$ cat src/hw/rtl/ise_pkg.sv
// Shared constants and codes for the indexed stack engine.
package ise_pkg;

	localparam int DEPTH   = 16;
	localparam int MAX_OUT = 16;
	localparam int AW      = (DEPTH > 1) ? $clog2(DEPTH) : 1;
	localparam int CW      = $clog2(DEPTH + 1);
	localparam int DIDX_W  = 5;
	localparam int CMPW    = (CW > DIDX_W) ? CW : DIDX_W;
	localparam int DUMP_MAX = (DEPTH < MAX_OUT) ? DEPTH : MAX_OUT;

	localparam int FUNC_W   = 3;
	localparam int VALUE_W  = 32;
	localparam int DATA_W   = 32;
	localparam int POS_W    = 4;
	localparam int STATUS_W = 2;

	localparam int IN_TDATA_W  = 40;
	localparam int OUT_TDATA_W = 40;

	localparam logic [FUNC_W-1:0] FUNC_PUSH    = 3'd0;
	localparam logic [FUNC_W-1:0] FUNC_POP     = 3'd1;
	localparam logic [FUNC_W-1:0] FUNC_PEEP    = 3'd2;
	localparam logic [FUNC_W-1:0] FUNC_REPLACE = 3'd3;
	localparam logic [FUNC_W-1:0] FUNC_DUMP    = 3'd4;

	localparam logic [STATUS_W-1:0] ST_OK    = 2'd0;
	localparam logic [STATUS_W-1:0] ST_OVER  = 2'd1;
	localparam logic [STATUS_W-1:0] ST_UNDER = 2'd2;
	localparam logic [STATUS_W-1:0] ST_EMPTY = 2'd3;

endpackage

$ cat src/hw/rtl/indexed_stack_engine_unit.sv
// Indexed stack engine: bounded LIFO of signed words with peek, replace and dump.
//
// Each input word carries an operation in s_axis_tuser (push, pop, peep, replace,
// dump) with a value and a depth in s_axis_tdata. Entries live in one synchronous
// single-port-style memory with a registered read. Push, replace and every error
// need no read and load their result into the output register on acceptance; pop
// and peep read the memory, then pass the word to the output register; a dump
// reads up from slot 0, one result word per cycle while the output is not stalled.
// One item is worked on at a time; the next item is taken once the previous one
// has handed its last result to the output register. Status in m_axis_tuser: 0 ok,
// 1 overflow, 2 underflow, bad depth or undefined func, 3 empty dump. No clearing
// pass after reset: only entries below the fill count are ever read.
module indexed_stack_engine_unit (
	input  logic                               clk,
	input  logic                               arst_n,
	input  logic                               s_axis_tvalid,
	output logic                               s_axis_tready,
	// [31:0] value, [36:32] depth_index, [39:37] zero
	input  logic [ise_pkg::IN_TDATA_W-1:0]     s_axis_tdata,
	// [2:0] func
	input  logic [ise_pkg::FUNC_W-1:0]         s_axis_tuser,
	output logic                               m_axis_tvalid,
	input  logic                               m_axis_tready,
	// [31:0] data, [35:32] position, [39:36] zero
	output logic [ise_pkg::OUT_TDATA_W-1:0]    m_axis_tdata,
	// [1:0] status
	output logic [ise_pkg::STATUS_W-1:0]       m_axis_tuser,
	output logic                               m_axis_tlast
);
	import ise_pkg::*;

	typedef enum logic [1:0] {
		S_IDLE,
		S_READ,
		S_DUMP
	} state_t;

	state_t              state_q, state_d;
	logic [CW-1:0]       fill_q, fill_d;
	logic [AW-1:0]       idx_q, idx_d;
	logic                pop_q, pop_d;

	logic [DATA_W-1:0]   stack_mem_q [DEPTH];
	logic [DATA_W-1:0]   rd_data_q;

	logic                out_valid_q;
	logic [DATA_W-1:0]   out_data_q;
	logic [POS_W-1:0]    out_pos_q;
	logic [STATUS_W-1:0] out_status_q;
	logic                out_last_q;

	logic                acc;
	logic                out_free;
	logic [FUNC_W-1:0]   in_func;
	logic [VALUE_W-1:0]  in_value;
	logic [DIDX_W-1:0]   in_depth;
	logic                full, empty, depth_ok, dump_last;
	logic [CMPW-1:0]     depth_ext, fill_ext;
	logic [AW-1:0]       peek_slot, top_slot;
	logic [CW-1:0]       dump_n;

	logic                ld;
	logic [DATA_W-1:0]   ld_data;
	logic [POS_W-1:0]    ld_pos;
	logic [STATUS_W-1:0] ld_status;
	logic                ld_last;
	logic                rd_en, wr_en;
	logic [AW-1:0]       rd_addr, wr_addr;
	logic [DATA_W-1:0]   wr_data;

	assign in_value = s_axis_tdata[VALUE_W-1:0];
	assign in_depth = s_axis_tdata[VALUE_W +: DIDX_W];
	assign in_func  = s_axis_tuser;

	assign out_free      = !out_valid_q || m_axis_tready;
	assign s_axis_tready = (state_q == S_IDLE) && out_free;
	assign acc           = s_axis_tvalid && s_axis_tready;

	assign full      = (fill_q == CW'(DEPTH));
	assign empty     = (fill_q == '0);
	assign depth_ext = CMPW'(in_depth);
	assign fill_ext  = CMPW'(fill_q);
	assign depth_ok  = (depth_ext != '0) && (depth_ext <= fill_ext);
	assign peek_slot = AW'(fill_ext - depth_ext);
	assign top_slot  = AW'(fill_q - CW'(1));
	assign dump_n    = (fill_q > CW'(DUMP_MAX)) ? CW'(DUMP_MAX) : fill_q;
	assign dump_last = (CW'(idx_q) + CW'(1)) == dump_n;

	always_comb begin
		state_d   = state_q;
		fill_d    = fill_q;
		idx_d     = idx_q;
		pop_d     = pop_q;
		ld        = 1'b0;
		ld_data   = '0;
		ld_pos    = '0;
		ld_status = ST_OK;
		ld_last   = 1'b1;
		rd_en     = 1'b0;
		rd_addr   = idx_q;
		wr_en     = 1'b0;
		wr_addr   = idx_q;
		wr_data   = '0;
		case (state_q)
			S_IDLE: begin
				if (acc) begin
					case (in_func)
						FUNC_PUSH: begin
							ld = 1'b1;
							if (full) begin
								ld_status = ST_OVER;
							end else begin
								wr_en   = 1'b1;
								wr_addr = AW'(fill_q);
								wr_data = in_value;
								fill_d  = fill_q + CW'(1);
								ld_pos  = POS_W'(AW'(fill_q));
							end
						end
						FUNC_POP: begin
							if (empty) begin
								ld        = 1'b1;
								ld_status = ST_UNDER;
							end else begin
								rd_en   = 1'b1;
								rd_addr = top_slot;
								idx_d   = top_slot;
								pop_d   = 1'b1;
								fill_d  = fill_q - CW'(1);
								state_d = S_READ;
							end
						end
						FUNC_PEEP: begin
							if (!depth_ok) begin
								ld        = 1'b1;
								ld_status = ST_UNDER;
							end else begin
								rd_en   = 1'b1;
								rd_addr = peek_slot;
								idx_d   = peek_slot;
								pop_d   = 1'b0;
								state_d = S_READ;
							end
						end
						FUNC_REPLACE: begin
							ld = 1'b1;
							if (!depth_ok) begin
								ld_status = ST_UNDER;
							end else begin
								wr_en   = 1'b1;
								wr_addr = peek_slot;
								wr_data = in_value;
								ld_pos  = POS_W'(peek_slot);
							end
						end
						FUNC_DUMP: begin
							if (empty) begin
								ld        = 1'b1;
								ld_status = ST_EMPTY;
							end else begin
								rd_en   = 1'b1;
								rd_addr = '0;
								idx_d   = '0;
								state_d = S_DUMP;
							end
						end
						default: begin
							ld        = 1'b1;
							ld_status = ST_UNDER;
						end
					endcase
				end
			end
			S_READ: begin
				if (out_free) begin
					ld      = 1'b1;
					ld_data = rd_data_q;
					ld_pos  = POS_W'(idx_q);
					// freed slot goes back to zero
					wr_en   = pop_q;
					wr_addr = idx_q;
					state_d = S_IDLE;
				end
			end
			S_DUMP: begin
				if (out_free) begin
					ld      = 1'b1;
					ld_data = rd_data_q;
					ld_pos  = POS_W'(idx_q);
					ld_last = dump_last;
					if (dump_last) begin
						state_d = S_IDLE;
					end else begin
						idx_d   = idx_q + AW'(1);
						rd_en   = 1'b1;
						rd_addr = idx_q + AW'(1);
					end
				end
			end
			default: begin
				state_d = S_IDLE;
			end
		endcase
	end

	// rd_data_q only moves on a read, so a stalled result word holds
	always_ff @(posedge clk) begin
		if (wr_en) begin
			stack_mem_q[wr_addr] <= wr_data;
		end
		if (rd_en) begin
			rd_data_q <= stack_mem_q[rd_addr];
		end
	end

	always_ff @(posedge clk or negedge arst_n) begin
		if (!arst_n) begin
			state_q      <= S_IDLE;
			fill_q       <= '0;
			idx_q        <= '0;
			pop_q        <= 1'b0;
			out_valid_q  <= 1'b0;
			out_data_q   <= '0;
			out_pos_q    <= '0;
			out_status_q <= ST_OK;
			out_last_q   <= 1'b0;
		end else begin
			state_q <= state_d;
			fill_q  <= fill_d;
			idx_q   <= idx_d;
			pop_q   <= pop_d;
			if (ld) begin
				out_valid_q  <= 1'b1;
				out_data_q   <= ld_data;
				out_pos_q    <= ld_pos;
				out_status_q <= ld_status;
				out_last_q   <= ld_last;
			end else if (m_axis_tready) begin
				out_valid_q <= 1'b0;
			end
		end
	end

	assign m_axis_tvalid = out_valid_q;
	assign m_axis_tdata  = {(OUT_TDATA_W - DATA_W - POS_W)'(0), out_pos_q, out_data_q};
	assign m_axis_tuser  = out_status_q;
	assign m_axis_tlast  = out_last_q;

endmodule

$ cat config.mk
export PLATFORM = sky130hd
export DESIGN_NAME = indexed_stack_engine_unit
export DESIGN_NICKNAME = d
export VERILOG_FILES = /design/src/hw/rtl/ise_pkg.sv /design/src/hw/rtl/indexed_stack_engine_unit.sv
export SDC_FILE = /design/constraint.sdc
export NUM_CORES = 1
export LEC_CHECK = 0
export ABC_AREA = 1
export BUFFER_PORTS_ARGS = -buffer_cell sky130_fd_sc_hd__clkbuf_2
export CAP_MARGIN = 5
export CELL_PAD_IN_SITES_DETAIL_PLACEMENT = 1
export CELL_PAD_IN_SITES_GLOBAL_PLACEMENT = 1
export CORE_MARGIN = 2
export CORE_UTILIZATION = 50
export DETAILED_ROUTE_END_ITERATION = 6
export GPL_TIMING_DRIVEN = 0
export PLACE_DENSITY_LB_ADDON = 0.1
export SETUP_SLACK_MARGIN = 0.05
export SLEW_MARGIN = 20
export SYNTH_ARGS = -nofsm -noshare
export SYNTH_HDL_FRONTEND = slang
export SYNTH_SLANG_ARGS = --single-unit
$ cat constraint.sdc
create_clock -name clk -period 4.9 [get_ports clk]
set_clock_uncertainty 0.05 [all_clocks]
set_input_delay 0.245 -clock clk [delete_from_list [all_inputs] [get_ports clk]]
set_output_delay 0.245 -clock clk [all_outputs]
set_load 0.005 [all_outputs]
==> flow_summary.ini <==
[min_path]
hold_path_class = in -> reg

[yosys]
synth_compound_area_share_pct = 1.754
synth_top_area_cell = edfxtp_1
yosysWarnings = 0
yosys_register_bits = 596
yosysTopAreaCellShare_pct = 60.43
synth_area_sq_mm = 0.02703
synthXorXnorAreaFrac_pct = 0.2592
synth_area_leaders = edfxtp_1 60%, nand3_1 11%, inv_1 7.0%, nand2_1 5.8%, dfrtp_1 4.8%
synth_mux_area_share_pct = 0
synth_cells = 2624
postSynthAreaPerCell_sq_um = 10.30
ys_types = 34
ys_seq_area_share_pct = 65.24
synth_fa_ha_area_share_pct = 0.8146
synth_top_family_by_area = simple AND/OR/NAND/NOR gates
synthSimpleGateAreaFrac_pct = 22.15

[routing]
drt_iter0_markers = 1670
firstDrtPassIters = 7
routedWlPerCell_um = 25.44
via_per_inst = 5.749
drtAntennaViolNets = 0
drt-total-wl_um = 90240
num_vias = 20390
drc = 0

[floorplanning]
core_sq_mm = 0.05360
rows = 85
die_h_um = 236.5
start_util_pct = 50.43
dieArea_sq_mm = 0.05594
io_pins = 92
chipWidth_um = 236.5

[setup_path]
end_kind = flop
worstSetupPathType = reg -> reg
arrival_ps = 4780
crit_required_ps = 5150
critPathMaxFanout = 17
startpoint_type = flop

[place]
placed_cells = 3427
hpwlAfterDp_um = 62300
place_congestion = 0.8507
port_buffers = 84
place_area_sq_mm = 0.02897

[timing]
worst_pin_slew_ps = 1214
rsz0062_at_grt = false
hold_viol = 0
fin_crit_sh_pct = 92.42
fin_tns_setup_ps = 0
drv_slew = 0
maxSlewHeadroom_pct = 18.76
period_needed_ps = 4529
setup_viol = 0
max_freq_mhz = 220.8
holdWs_ps = 45.30

[cts]
post_cts_resize_count = 0
clk_pin_slew_ps = 60
ctsHoldBuffers = 1
clkSinkCount = 596
cts_tree = yes
cts_buffers = 66
cts_buffer_depth = 3
clock_latency_ps = 610
post-cts-setup-buffers = 0
htree_levels = 3
clockRootBuffer = clkbuf_16

[global_route]
grt_max_degree = 35
grt_pass1_wl_um = 134400
grt-ovfl-total = 0
track_usage_pct = 32.65
first_global_vias = 21930
antenna_found_initial = 2

[layout]
instances_no_fill = 3547
diodes = 0
final_area_sq_mm = 0.03111
syn_to_final_growth_pct = 15.07
drive_above_1_share_pct = 12.45
nets = 2864

[outcome]
run_status = finished clean

[run]
max_cap_viol_count = 0
metrics by stage:
| stage | setup slack [ps] | utilization (%) |
|---|---|---|
| 4_1_cts | 394.0 | 57.96 |
| 3_5_place_dp | 412.2 | 54.04 |
| 5_1_grt | 134.9 | 58.04 |
| 3_3_place_gp | -2379 | 52.86 |
| 6_report | 371.2 | 58.04 |
| 2_1_floorplan | 595.9 | - |
cell families after synthesis:
logic type,Yosys count
AND/OR/NAND/NOR,1256
buffers and inverters,661
flip-flops,596
AO/OA/AOI/OAI,85
adder cells (fa/ha/maj),17
XOR/XNOR,8
other,1
worst max-delay path, cell delays in order (launching register included):
cell and delay, ps:
dfrtp_1 590, inv_1 220, ha_1 240, nand2_1 60
nand2_1 50, nand2_1 50, nand3_1 70, nand2_1 140
nand2_2 130, o21ai_0 240, nand2_1 550, nand2_1 350
nand3_1 410, nor2_4 770, buf_16 250
cell usage after synthesis:
cell type / n
o21ai_0: 55
dfrtp_1: 52
nand2_1: 421
a21oi_2: 1
o31ai_1: 3
a31oi_1: 6
o22ai_1: 3
fa_1: 1
conb_1: 1
nand2_2: 3
o21bai_1: 1
a21oi_1: 6
o221ai_1: 1
nand3_2: 1
nand3_1: 610
inv_1: 503
o211ai_1: 1
nand4_1: 2
a32oi_1: 1
clkbuf_1: 43
nor2_2: 3
o21ai_1: 2
nand3b_1: 128
nor3_1: 2
buf_4: 11
a22oi_1: 4
buf_1: 3
o21ai_2: 1
inv_2: 6
buf_2: 95
ha_1: 16
edfxtp_1: 544
xor2_1: 8
nor2_1: 86
sequential cells by signal, summed over array words and instances, names as in the netlist:
| name | count |
|---|---|
| fill_ext | 5 |
| rd_data_q | 32 |
| out_pos_q | 4 |
| stack_mem_q | 512 |
| state_q | 2 |
| m_axis_tlast | 1 |
| m_axis_tuser | 2 |
| out_data_q | 32 |
| idx_q | 4 |
| m_axis_tvalid | 1 |
| pop_q | 1 |
area by class of cell:
class	instances	area, sq um
Fill cell	5832	22490
Clock inverter	29	272.8
Tap cell	696	870.8
Buffer	152	732.0
Inverter	509	1911
Clock buffer	90	1814
Multi-Input combinational cell	1370	6948
Timing Repair Buffer	105	923.4
Sequential cell	596	17640
worst paths after layout:
path | from | end | slack (ps) | cells after the start
min in group asynchronous | arst_n | out_pos_q[1] | 70 | 2
setup reg to reg | fill_ext[1] | stack_mem_q[4][24] | 370 | 14
setup / recovery | fill_ext[1] | stack_mem_q[4][24] | 370 | 14
hold / removal | s_axis_tdata[4] | stack_mem_q[15][4] | 50 | 3
hold reg to reg | out_data_q[29] | out_data_q[29] | 430 | 2
max in group asynchronous | arst_n | out_data_q[9] | 4160 | 3
layout by cell type, fill, tap and decap left out, types with 23 or more instances in the layout:
| cell type | count |
|---|---|
| nand3_1 | 610 |
| dfrtp_1 | 52 |
| clkbuf_1 | 61 |
| buf_2 | 95 |
| inv_1 | 503 |
| clkbuf_2 | 84 |
| nor2_1 | 50 |
| nand2_1 | 421 |
| nand3b_1 | 128 |
| clkbuf_16 | 68 |
| o21ai_0 | 54 |
| nor2_2 | 23 |
| edfxtp_1 | 544 |
per-layer routing:
layer | vias up | track usage [%] | share of wire [%]
li1 | 9073 | - | -
met1 | 10260 | 41.58 | 41
met2 | 819 | 54.14 | 47
met5 | - | 0 | 0.011
met4 | 2 | 15.63 | 4.7
met3 | 242 | 6.120 | 7.5
Power is left out: the tool's default activity adds up to more than one toggle a clock period on the data nets, which glitch-free logic cannot reach.
